--- src/design/asd_pkg.sv ---
`timescale 1ns / 1ps
package asd_pkg;

  // window geometry
  localparam int unsigned WINDOW     = 16;
  localparam int unsigned WIN_BITS   = $clog2(WINDOW);
  localparam int unsigned MAG_W      = 16;
  localparam int unsigned SUM_W      = MAG_W + WIN_BITS;
  localparam int unsigned CMP_W      = SUM_W + 1;
  localparam int unsigned ROOT_STEPS = 16;
  localparam int unsigned CNT_W      = $clog2(ROOT_STEPS);

  // configuration port
  localparam int unsigned CFG_IDX_W  = 1;
  localparam int unsigned CFG_DATA_W = 16;
  localparam logic [CFG_IDX_W-1:0] CFG_THRESHOLD = 1'b0;
  localparam logic [CFG_IDX_W-1:0] CFG_DEBOUNCE  = 1'b1;
  localparam logic [CFG_DATA_W-1:0] THRESHOLD_RST = 16'd2000;
  localparam logic [CFG_DATA_W-1:0] DEBOUNCE_RST  = 16'd300;

  typedef enum logic [1:0] {
    OP_SAMPLE = 2'd0,
    OP_CLEAR  = 2'd1,
    OP_DEC    = 2'd2
  } asd_op_e;

  typedef enum logic [1:0] {
    AXIS_X = 2'd0,
    AXIS_Y = 2'd1,
    AXIS_Z = 2'd2
  } asd_axis_e;

  typedef struct packed {
    logic [1:0]         opcode;
    logic signed [15:0] accel_x;
    logic signed [15:0] accel_y;
    logic signed [15:0] accel_z;
    logic [31:0]        time_ms;
    logic [31:0]        amount;
  } asd_in_t;

  typedef struct packed {
    logic [31:0]      step_count;
    logic             new_step;
    logic             decrement_ok;
    logic [MAG_W-1:0] magnitude;
  } asd_out_t;

  // controller to datapath
  typedef struct packed {
    logic      load;
    logic      sq_en;
    asd_axis_e sq_sel;
    logic      root_en;
    logic      upd;
    logic      cmp;
    logic      commit;
  } asd_cmd_t;

  // datapath to controller
  typedef struct packed {
    logic in_sample;
    logic out_free;
  } asd_sts_t;

endpackage

--- src/design/asd_ctrl.sv ---
`timescale 1ns / 1ps
module asd_ctrl (
  input  logic              clk_i,
  input  logic              rst_ni,
  input  logic              in_valid_i,
  output logic              in_stall_o,
  input  asd_pkg::asd_sts_t sts_i,
  output asd_pkg::asd_cmd_t cmd_o
);

  typedef enum logic [5:0] {
    S_IDLE = 6'b000001,
    S_SQR  = 6'b000010,
    S_ROOT = 6'b000100,
    S_UPD  = 6'b001000,
    S_CMP  = 6'b010000,
    S_DONE = 6'b100000
  } state_e;

  state_e                      state_q, state_d;
  logic [asd_pkg::CNT_W-1:0]   cnt_q, cnt_d;

  always_comb begin
    state_d        = state_q;
    cnt_d          = cnt_q;
    cmd_o          = '0;
    cmd_o.sq_sel   = asd_pkg::asd_axis_e'(cnt_q[1:0]);
    unique case (state_q)
      S_IDLE: begin
        if (in_valid_i) begin
          cmd_o.load = 1'b1;
          cnt_d      = '0;
          state_d    = sts_i.in_sample ? S_SQR : S_DONE;
        end
      end
      S_SQR: begin
        cmd_o.sq_en = 1'b1;
        if (cnt_q[1:0] == asd_pkg::AXIS_Z) begin
          cnt_d   = '0;
          state_d = S_ROOT;
        end else begin
          cnt_d = cnt_q + 1'b1;
        end
      end
      S_ROOT: begin
        cmd_o.root_en = 1'b1;
        cnt_d         = cnt_q + 1'b1;
        if (cnt_q == asd_pkg::CNT_W'(asd_pkg::ROOT_STEPS - 1)) begin
          state_d = S_UPD;
        end
      end
      S_UPD: begin
        cmd_o.upd = 1'b1;
        state_d   = S_CMP;
      end
      S_CMP: begin
        cmd_o.cmp = 1'b1;
        state_d   = S_DONE;
      end
      S_DONE: begin
        if (sts_i.out_free) begin
          cmd_o.commit = 1'b1;
          state_d      = S_IDLE;
        end
      end
      default: begin
        state_d = S_IDLE;
      end
    endcase
  end

  assign in_stall_o = (state_q != S_IDLE);

  always_ff @(posedge clk_i or negedge rst_ni) begin
    if (!rst_ni) begin
      state_q <= S_IDLE;
      cnt_q   <= '0;
    end else begin
      state_q <= state_d;
      cnt_q   <= cnt_d;
    end
  end

  a_commit_free: assert property (@(posedge clk_i) disable iff (!rst_ni)
    cmd_o.commit |-> sts_i.out_free) else $error("commit while output busy");

  a_root_len: assert property (@(posedge clk_i) disable iff (!rst_ni)
    (state_q == S_UPD) |-> $past(state_q == S_ROOT) && $past(cnt_q) == '1)
    else $error("root iteration cut short");

endmodule

--- src/design/asd_datapath.sv ---
`timescale 1ns / 1ps
module asd_datapath (
  input  logic                             clk_i,
  input  logic                             rst_ni,
  input  asd_pkg::asd_cmd_t                cmd_i,
  output asd_pkg::asd_sts_t                sts_o,
  input  asd_pkg::asd_in_t                 in_word_i,
  output logic                             out_valid_o,
  input  logic                             out_stall_i,
  output asd_pkg::asd_out_t                out_word_o,
  input  logic                             cfg_we_i,
  input  logic [asd_pkg::CFG_IDX_W-1:0]    cfg_idx_i,
  input  logic [asd_pkg::CFG_DATA_W-1:0]   cfg_data_i
);

  localparam int unsigned MW = asd_pkg::MAG_W;
  localparam int unsigned SW = asd_pkg::SUM_W;
  localparam int unsigned CW = asd_pkg::CMP_W;
  localparam int unsigned WB = asd_pkg::WIN_BITS;

  asd_pkg::asd_in_t   item_q;
  logic [31:0]        rad_q, rad_d;
  logic [MW:0]        rem_q, rem_d;
  logic [MW-1:0]      root_q, root_d;
  logic [MW-1:0]      win_q [asd_pkg::WINDOW];
  logic [WB-1:0]      wpos_q;
  logic [SW-1:0]      sum_q, sum_d;
  logic               above_q, dbok_q, cand_q;
  logic [31:0]        last_q, steps_q;
  logic [15:0]        thr_q, deb_q;
  logic               out_valid_q;
  asd_pkg::asd_out_t  out_q, out_d;

  // one square per cycle
  logic signed [15:0] axis_val;
  logic [16:0]        axis_abs;
  logic [33:0]        axis_sq;

  always_comb begin
    unique case (cmd_i.sq_sel)
      asd_pkg::AXIS_X: axis_val = item_q.accel_x;
      asd_pkg::AXIS_Y: axis_val = item_q.accel_y;
      default:         axis_val = item_q.accel_z;
    endcase
    axis_abs = axis_val[15] ? 17'(-{axis_val[15], axis_val}) : {1'b0, axis_val};
    axis_sq  = axis_abs * axis_abs;
  end

  // restoring square root, one result bit per step
  logic [MW+2:0] rem_sh, trial;

  always_comb begin
    rem_sh = {rem_q, rad_q[31:30]};
    trial  = {1'b0, root_q, 2'b01};
    if (rem_sh >= trial) begin
      rem_d  = (MW+1)'(rem_sh - trial);
      root_d = {root_q[MW-2:0], 1'b1};
    end else begin
      rem_d  = rem_sh[MW:0];
      root_d = {root_q[MW-2:0], 1'b0};
    end
    rad_d = {rad_q[29:0], 2'b00};
  end

  // window update and threshold compare
  logic [CW-1:0] lhs, rhs;
  logic [31:0]   elapsed;

  assign sum_d   = sum_q - SW'(win_q[wpos_q]) + SW'(root_q);
  assign elapsed = item_q.time_ms - last_q;
  assign lhs     = CW'(root_q) * CW'(asd_pkg::WINDOW);
  assign rhs     = CW'(sum_q) + CW'(thr_q) * CW'(asd_pkg::WINDOW);

  // commit of one item
  logic [31:0] steps_d, last_d;
  logic        above_d;

  always_comb begin
    steps_d = steps_q;
    last_d  = last_q;
    above_d = above_q;
    out_d   = '0;
    unique case (asd_pkg::asd_op_e'(item_q.opcode))
      asd_pkg::OP_SAMPLE: begin
        out_d.magnitude = root_q;
        if (cand_q) begin
          if (!above_q && dbok_q) begin
            if (steps_q != '1) begin
              steps_d = steps_q + 32'd1;
            end
            above_d        = 1'b1;
            last_d         = item_q.time_ms;
            out_d.new_step = 1'b1;
          end
        end else begin
          above_d = 1'b0;
        end
      end
      asd_pkg::OP_CLEAR: begin
        steps_d = '0;
      end
      asd_pkg::OP_DEC: begin
        if (steps_q >= item_q.amount) begin
          steps_d            = steps_q - item_q.amount;
          out_d.decrement_ok = 1'b1;
        end
      end
      default: ;
    endcase
    out_d.step_count = steps_d;
  end

  assign sts_o.in_sample = (in_word_i.opcode == asd_pkg::OP_SAMPLE);
  assign sts_o.out_free  = !out_valid_q || !out_stall_i;
  assign out_valid_o     = out_valid_q;
  assign out_word_o      = out_q;

  // payload registers
  always_ff @(posedge clk_i) begin
    if (cmd_i.load) begin
      item_q <= in_word_i;
    end
    if (cmd_i.commit) begin
      out_q <= out_d;
    end
    if (cmd_i.upd) begin
      dbok_q <= (elapsed > 32'(deb_q));
    end
    if (cmd_i.cmp) begin
      cand_q <= (lhs > rhs);
    end
  end

  // square root working registers
  always_ff @(posedge clk_i) begin
    if (cmd_i.load) begin
      rad_q  <= '0;
      rem_q  <= '0;
      root_q <= '0;
    end else if (cmd_i.sq_en) begin
      rad_q <= rad_q + axis_sq[31:0];
    end else if (cmd_i.root_en) begin
      rad_q  <= rad_d;
      rem_q  <= rem_d;
      root_q <= root_d;
    end
  end

  // detector state
  always_ff @(posedge clk_i or negedge rst_ni) begin
    if (!rst_ni) begin
      for (int i = 0; i < int'(asd_pkg::WINDOW); i++) begin
        win_q[i] <= '0;
      end
      wpos_q      <= '0;
      sum_q       <= '0;
      above_q     <= 1'b0;
      last_q      <= '0;
      steps_q     <= '0;
      thr_q       <= asd_pkg::THRESHOLD_RST;
      deb_q       <= asd_pkg::DEBOUNCE_RST;
      out_valid_q <= 1'b0;
    end else begin
      if (cfg_we_i) begin
        unique case (cfg_idx_i)
          asd_pkg::CFG_THRESHOLD: thr_q <= cfg_data_i;
          default:                deb_q <= cfg_data_i;
        endcase
      end
      if (cmd_i.upd) begin
        win_q[wpos_q] <= root_q;
        sum_q         <= sum_d;
        wpos_q        <= (wpos_q == WB'(asd_pkg::WINDOW - 1)) ? '0 : wpos_q + 1'b1;
      end
      if (cmd_i.commit) begin
        steps_q     <= steps_d;
        last_q      <= last_d;
        above_q     <= above_d;
        out_valid_q <= 1'b1;
      end else if (!out_stall_i) begin
        out_valid_q <= 1'b0;
      end
    end
  end

  a_step_mag: assert property (@(posedge clk_i) disable iff (!rst_ni)
    out_valid_q && out_q.new_step |-> out_q.magnitude != '0)
    else $error("step counted with zero magnitude");

  a_flags_excl: assert property (@(posedge clk_i) disable iff (!rst_ni)
    out_valid_q |-> !(out_q.new_step && out_q.decrement_ok))
    else $error("step and decrement in one word");

  a_step_above: assert property (@(posedge clk_i) disable iff (!rst_ni)
    cmd_i.commit && out_d.new_step |=> above_q)
    else $error("above flag not set after step");

endmodule

--- src/design/accel_step_detector.sv ---
`timescale 1ns / 1ps
// accelerometer step detector
// input channel (in_valid_i / in_stall_o / in_word_i) carries one word per
// operation: a sample (x, y, z, time_ms), a count clear or a count decrement
// output channel (out_valid_o / out_stall_i / out_word_o) returns exactly one
// word per input word, in order: step count, new step, decrement ok, magnitude
// configuration: cfg_we_i writes cfg_data_i to the register at cfg_idx_i
// (0 rise threshold, 1 debounce time); write only while the block is idle
// a sample passes through squaring of the three axes on the one shared
// 17x17 squarer, the bit-per-cycle square root, the window update, the
// compare and the commit, which waits until the output register is free;
// clear and decrement go from accept straight to the commit; a new word can
// be accepted in the cycle after the commit, and the input stalls until then
// the output register lets the next word enter and compute while a result
// is still stalled; the finished word then waits in its commit cycle
// reset clears the window, running sum, flags and count at once and loads
// the default threshold and debounce time; no clearing pass is needed
module accel_step_detector (
  input  logic                            clk_i,
  input  logic                            rst_ni,
  input  logic                            in_valid_i,
  output logic                            in_stall_o,
  input  asd_pkg::asd_in_t                in_word_i,
  output logic                            out_valid_o,
  input  logic                            out_stall_i,
  output asd_pkg::asd_out_t               out_word_o,
  input  logic                            cfg_we_i,
  input  logic [asd_pkg::CFG_IDX_W-1:0]   cfg_idx_i,
  input  logic [asd_pkg::CFG_DATA_W-1:0]  cfg_data_i
);

  // command and status between sequencer and datapath
  asd_pkg::asd_cmd_t cmd;
  asd_pkg::asd_sts_t sts;

  // sequencer: idle, square, root, window update, compare, commit
  asd_ctrl u_ctrl (
    .clk_i      (clk_i),
    .rst_ni     (rst_ni),
    .in_valid_i (in_valid_i),
    .in_stall_o (in_stall_o),
    .sts_i      (sts),
    .cmd_o      (cmd)
  );

  // arithmetic, window store, detector state and output register
  asd_datapath u_datapath (
    .clk_i       (clk_i),
    .rst_ni      (rst_ni),
    .cmd_i       (cmd),
    .sts_o       (sts),
    .in_word_i   (in_word_i),
    .out_valid_o (out_valid_o),
    .out_stall_i (out_stall_i),
    .out_word_o  (out_word_o),
    .cfg_we_i    (cfg_we_i),
    .cfg_idx_i   (cfg_idx_i),
    .cfg_data_i  (cfg_data_i)
  );

endmodule

--- config.mk ---
export PLATFORM = sky130hd
export DESIGN_NAME = accel_step_detector
export DESIGN_NICKNAME = d
export VERILOG_FILES = /design/src/design/asd_pkg.sv /design/src/design/asd_ctrl.sv /design/src/design/asd_datapath.sv /design/src/design/accel_step_detector.sv
export SDC_FILE = /design/constraint.sdc
export NUM_CORES = 2
export LEC_CHECK = 0
export BUFFER_PORTS_ARGS = -buffer_cell sky130_fd_sc_hd__buf_2
export CELL_PAD_IN_SITES_DETAIL_PLACEMENT = 0
export CELL_PAD_IN_SITES_GLOBAL_PLACEMENT = 1
export CORE_MARGIN = 2
export CORE_UTILIZATION = 40
export CTS_BUF_LIST = sky130_fd_sc_hd__clkbuf_4
export CTS_CLUSTER_SIZE = 25
export DETAILED_ROUTE_END_ITERATION = 10
export PLACE_DENSITY_LB_ADDON = 0.1
export SLEW_MARGIN = 20
export SYNTH_ARGS = -nofsm -noshare
export SYNTH_HDL_FRONTEND = slang
export SYNTH_SLANG_ARGS = --single-unit
--- constraint.sdc ---
create_clock -name clk_i -period 12.13 [get_ports clk_i]
set_input_delay 0.6065 -clock clk_i [delete_from_list [all_inputs] [get_ports clk_i]]
set_output_delay 0.6065 -clock clk_i [all_outputs]
set_load 0.02 [all_outputs]
======== After elaboration in Yosys (flattened, before gate mapping) ========
Index checks and enable logic that the tools add are counted.
word-level totals
  flip-flop bits (word level) ............. 619
  input bits .............................. 136
  output and inout bits ................... 52
  word-level logic and storage cells ...... 142
cells by class
  $add $sub $neg .......................... 11
  multiply operators ...................... 1
  $lt $le $gt $ge ......................... 6
  eq/ne operators ......................... 20
  multiplexer cells ....................... 41
  bitwise operators ....................... 3
  reductions and logical operators ........ 19
operator list
  kind                                            number
  bitwise mux 256 bit                             1
  2-to-1 mux 32 bit                               6
  case mux 32 bit (3 select lines)                1
  binary-select mux 16 bit (select 4 bit)         1
  demux 16 bit (select 4 bit)                     1
  subtractor 32 bit                               2
  2-to-1 mux 16 bit                               3
  case mux 6 bit (6 select lines)                 1
  2-to-1 mux 17 bit                               2
  adder 32 x 1 -> 32 bit (second input constant)  1
  adder 32 bit                                    1
  greater-or-equal comparator 32 bit              1
  > comparator 32 x 16 -> 1 bit                   1
  multiplier 17 x 17 -> 32 bit                    1
  != test 32 bit (second input constant)          1
  case mux 16 bit (2 select lines)                1
  2-to-1 mux 6 bit                                5
  adder 20 x 20 -> 21 bit                         1
  > comparator 20 x 21 -> 1 bit                   1
  adder 20 x 16 -> 20 bit                         1
  subtractor 20 x 16 -> 20 bit                    1
  greater-or-equal comparator 19 x 18 -> 1 bit    1
  negator 17 bit                                  1
  subtractor 17 bit                               1
  other kinds (29)                                64

======== Longest topological paths before layout ========
  word-level depth ........................ 7
  gate-level depth with buffers ........... 36
  mapped depth without buffers ............ 33

======== Modules after synthesis ========
From an unflattened synthesis, not the netlist that was laid out.
unflattened totals
  cell total of the unflattened synthesis .. 4129
  area, all modules ....................... 41828.9 µm²
by module, submodules not included
  module        times used  cells an instance  area each (µm²)  seq. area each (µm²)
  asd_datapath  1           4055               41084.4          15757.6
  asd_ctrl      1           74                 744.5            251.5

======== Least setup slack after synthesis ========
Ideal clock, no wire load.
  kind .................................... register to register
  start point ............................. reg u_ctrl.cnt_q[0] (netlist name)
  end point ............................... reg u_datapath.rad_q[23]
  setup time .............................. 296 ps
  data arrival time ....................... 8264 ps
  slack ................................... 3571 ps
  stages on the path, launching flop included .. 37
  path buffers ............................ 3
  clock period less this slack ............ 8559 ps
  cell sequence ........................... dfrtp_1 -> inv_1 -> ha_1 -> buf_6 -> clkbuf_1 -> a22o_1 -> a21o_1 -> inv_1 -> clkbuf_1 -> ha_1 -> nand4_1 -> nand2b_1 -> o21ai_0 -> xnor2_1 -> clkinv_1 -> nand2_1 -> inv_1 -> fa_1 -> inv_1 -> fa_1 -> fa_1 -> inv_1 -> fa_1 -> fa_1 -> inv_1 -> fa_1 -> inv_1 -> ha_1 -> a21o_1 -> a211oi_1 -> o21ai_0 -> a31oi_1 -> a311oi_1 -> a21oi_1 -> xnor2_1 -> a222oi_1 -> nor2_1
on the way
  word-level cells in the longest chain between the ends .. 7
ends and longest elaborated chain
  item                                                                      RTL line             source
  from (decl)                                                               asd_ctrl.sv:21       logic [asd_pkg::CNT_W-1:0] cnt_q, cnt_d;
  from (signal assigned)                                                    asd_ctrl.sv:80       cnt_q <= cnt_d;
  equality test 2 x 1 -> 1 bit / logical NOT 2 bit (equally long branches)  asd_datapath.sv:40   unique case (cmd_i.sq_sel)
  case mux 16 bit (2 select lines) *                                        asd_datapath.sv:40
  negator 17 bit                                                            asd_datapath.sv:45   axis_abs = axis_val[15] ? 17'(-{axis_val[15], axis_val}) : {1'b0, axis_val};
  2-to-1 mux 17 bit *                                                       asd_datapath.sv:45
  multiplier 17 x 17 -> 32 bit *                                            asd_datapath.sv:46   axis_sq = axis_abs * axis_abs;
  adder 32 bit *                                                            asd_datapath.sv:141  rad_q <= rad_q + axis_sq[31:0];
  2-to-1 mux 32 bit *                                                       asd_datapath.sv:140  end else if (cmd_i.sq_en) begin
  to (signal assigned)                                                      asd_datapath.sv:141
  to (signal assigned)                                                      asd_datapath.sv:143  rad_q <= rad_d;
  to (decl)                                                                 asd_datapath.sv:22   logic [31:0] rad_q, rad_d;
Every way passes the cells marked *; elsewhere a longest branch is shown, timed or not.
A chain may end at the register's enable or synchronous reset.

======== Final worst setup path ========
  start point ............................. reg u_ctrl.cnt_q[0] (netlist name)
  end point ............................... reg u_datapath.rad_q[29]
The elaborated chain is that of the path after synthesis.

==> out/results.txt <==
Max H-tree Level: 4
Num CTS Buffers: 174
first-pass GRT wire length: 186.9 mm
sequential share of the synthesized area: 38.17%
Synth Warn #: 0
worst hold slack: 0.1834 ns
Reg2Reg Setup Slack: 2.40 ns
setup TNS: 0 ns
Final Hold Fails: 0
clk sinks: 619
CTS resizes: 0
Clock transition at path regs: 0.07 ns
Crit Path Max Fanout: 18
ys flop type: dfrtp_1
status: finished clean
via count of the first global-routing pass: 32630
total wire length: 118.7 mm
# DRC: 0
vias post-DR: 32040
fraction of layout cells with a size suffix above 1: 14.74%
largest net degree at the start of global routing: 146
antenna viol nets, final: 0
CP bufs+invs: 7
Pre-antenna DRT Iters: 5
Top delay family on crit path: adder cells
Place WS: 2.483 ns
synthesis-to-layout area growth: 14.75%
RSZ-0062 raised after global routing: false
critical path's slowest cell: xor2_1
# Max-Cap Violations: 0
top-area cell type share of the netlist area: 22.49%
row cnt: 118
clock latency on the worst-skew pair: 1.11 ns
Critical Path Max Stage Delay: 0.69 ns
mapped cell area: 41940 µm²
Slew @ Worst Pin: 0.9860 ns
top area cells in the synthesized netlist: dfrtp_1, edfxtp_1, fa_1, ha_1, o21ai_0
Initial Util: 40.41%
final setup fails: 0
count leader, synth: nand2_1
Final Slew Violations: 0
startpoint types: flip-flop
Critical R2R Launch: u_ctrl.cnt_q[0]
post-synthesis cell type count: 100
end of the worst register-to-register path: u_datapath.rad_q[29]
TritonCTS clock tree: done
die area: 107500 µm²
Max Buffers Root-to-Sink: 3
Critical Path End Type: flip-flop
synthesized flop and latch total: 619
Total GRT Usage: 22.33%
Critical Path AT: 10.61 ns
Die Width: 327.8 µm
Register-to-Register Path Depth: 31
fmax: 102.8 MHz
synth cell count leaders: nand2_1, inv_1, o21ai_0
syn avg cell area: 9.715 µm²
die height: 327.8 µm
nets: 5338
Setup Crit Path Kind: flip-flop to flip-flop
top cell type by total area after synthesis: dfrtp_1
post-DP HPWL: 86.15 mm
Worst EP required: 13.02 ns
DR WL/cell: 19.01 µm
Syn Inst Count: 4317
I/O pin total: 188
# hold bufs at CTS: 133
Hold Crit Class: input pin to asynchronous set/reset pin
Core ar.: 103800 µm²
ratio of final minimum period to clock period: 80.20%
skew final: 0.09255 ns
detailed router's first-iteration violation count: 1957
initial antenna violation count: 10
number of synthesized flops with an enable pin: 166
clock period minus worst slack: 9.728 ns
Synth async-reset ratio: 62.68%
number of I/O port buffers: 187
drt via density: 5.131
Worst slew margin: 33.34%
Root Driver: clkbuf_4
gr ovfl total: 0
Post-CTS Setup Inserts: 0
Placer Congestion: 0.8838
Worst Slack Setup Final: 2.402 ns
[metrics by stage]
stage	instance area (µm²)	utilization [%]	cells
after global placement	44400	42.78	5774
after floorplan	42080	-	4353
after global routing	48120	46.36	6241
final	48130	46.37	6245
after CTS	48090	46.34	6232
after detailed placement	44400	42.78	5774
[cells by family after synthesis]
family / count (synthesis) / synth area share, %
buffers and inverters: 754 / 6.868
multiplexers: 134 / 5.701
flip-flops: 619 / 38.17
AND/OR/NAND/NOR: 1115 / 11.78
XOR/XNOR: 167 / 3.523
AO/OA/AOI/OAI: 1027 / 14.76
adder cells (fa/ha/maj): 499 / 19.18
other: 2 / 0.01791
[layer usage]
| metal | GRT usage, % | wire [µm] | share of wire (%) |
|---|---|---|---|
| met2 | 36.25 | 55670 | 47 |
| met4 | 6.821 | 2760 | 2.3 |
| met5 | 0 | 44 | 0.037 |
| met1 | 30.55 | 54860 | 46 |
| met3 | 3.853 | 5370 | 4.5 |
[final cells by class]
type,instances,area [µm²]
Fill cell,10080,55670
Timing Repair Buffer,373,2688
Tap cell,1380,1727
Inverter,555,2090
Antenna cell,13,32.53
Sequential cell,619,16010
Clock buffer,283,2125
Clock inverter,42,237.7
Multi-Input combinational cell,2980,23210
[state kept, by name, indices dropped and copies added (netlist names)]
| signal | count |
|---|---|
| u_datapath.rad_q | 32 |
| u_datapath.item_q | 114 |
| u_datapath.sum_q | 20 |
| u_datapath.wpos_q | 4 |
| u_datapath.root_q | 16 |
| u_datapath.above_q | 1 |
| u_datapath.win_q | 256 |
| u_datapath.rem_q | 17 |
| u_ctrl.cnt_q | 4 |
| u_ctrl.state_q | 6 |
| u_datapath.dbok_q | 1 |
| u_datapath.out_word_o | 50 |
| u_datapath.cand_q | 1 |
| u_datapath.thr_q | 16 |
| u_datapath.deb_q | 16 |
| u_datapath.steps_q | 32 |
| u_datapath.out_valid_o | 1 |
| u_datapath.last_q | 32 |
[cell usage in the layout (no fill, tap or decap), types with 61 or more instances in the layout]
cell type,count
a21o_1,61
a21oi_1,223
buf_2,186
clkbuf_4,283
dfrtp_1,375
dfxtp_1,65
dlygate4sd3_1,133
edfxtp_1,166
fa_1,240
ha_1,259
inv_1,546
mux4_2,80
nand2_1,561
nand3_1,62
nor2_1,231
o21ai_0,459
xnor2_1,93
xor2_1,71
[worst max-delay path by stage]
stage                                from                   end  slack [ns]  cells after the start
after floorplan           u_ctrl.cnt_q[0]  u_datapath.rad_q[23]        3.57                     36
after global placement    u_ctrl.cnt_q[0]  u_datapath.rad_q[29]        2.71                     31
after detailed placement  u_ctrl.cnt_q[0]  u_datapath.rad_q[30]        2.48                     29
after CTS                 u_ctrl.cnt_q[0]  u_datapath.rad_q[29]        2.40                     31
after global routing      u_ctrl.cnt_q[1]  u_datapath.rad_q[30]        1.69                     31
final                     u_ctrl.cnt_q[0]  u_datapath.rad_q[29]        2.40                     31
Power is not shown: default switching activity piles up to over one toggle a cycle in this logic, so the estimate is an artifact.
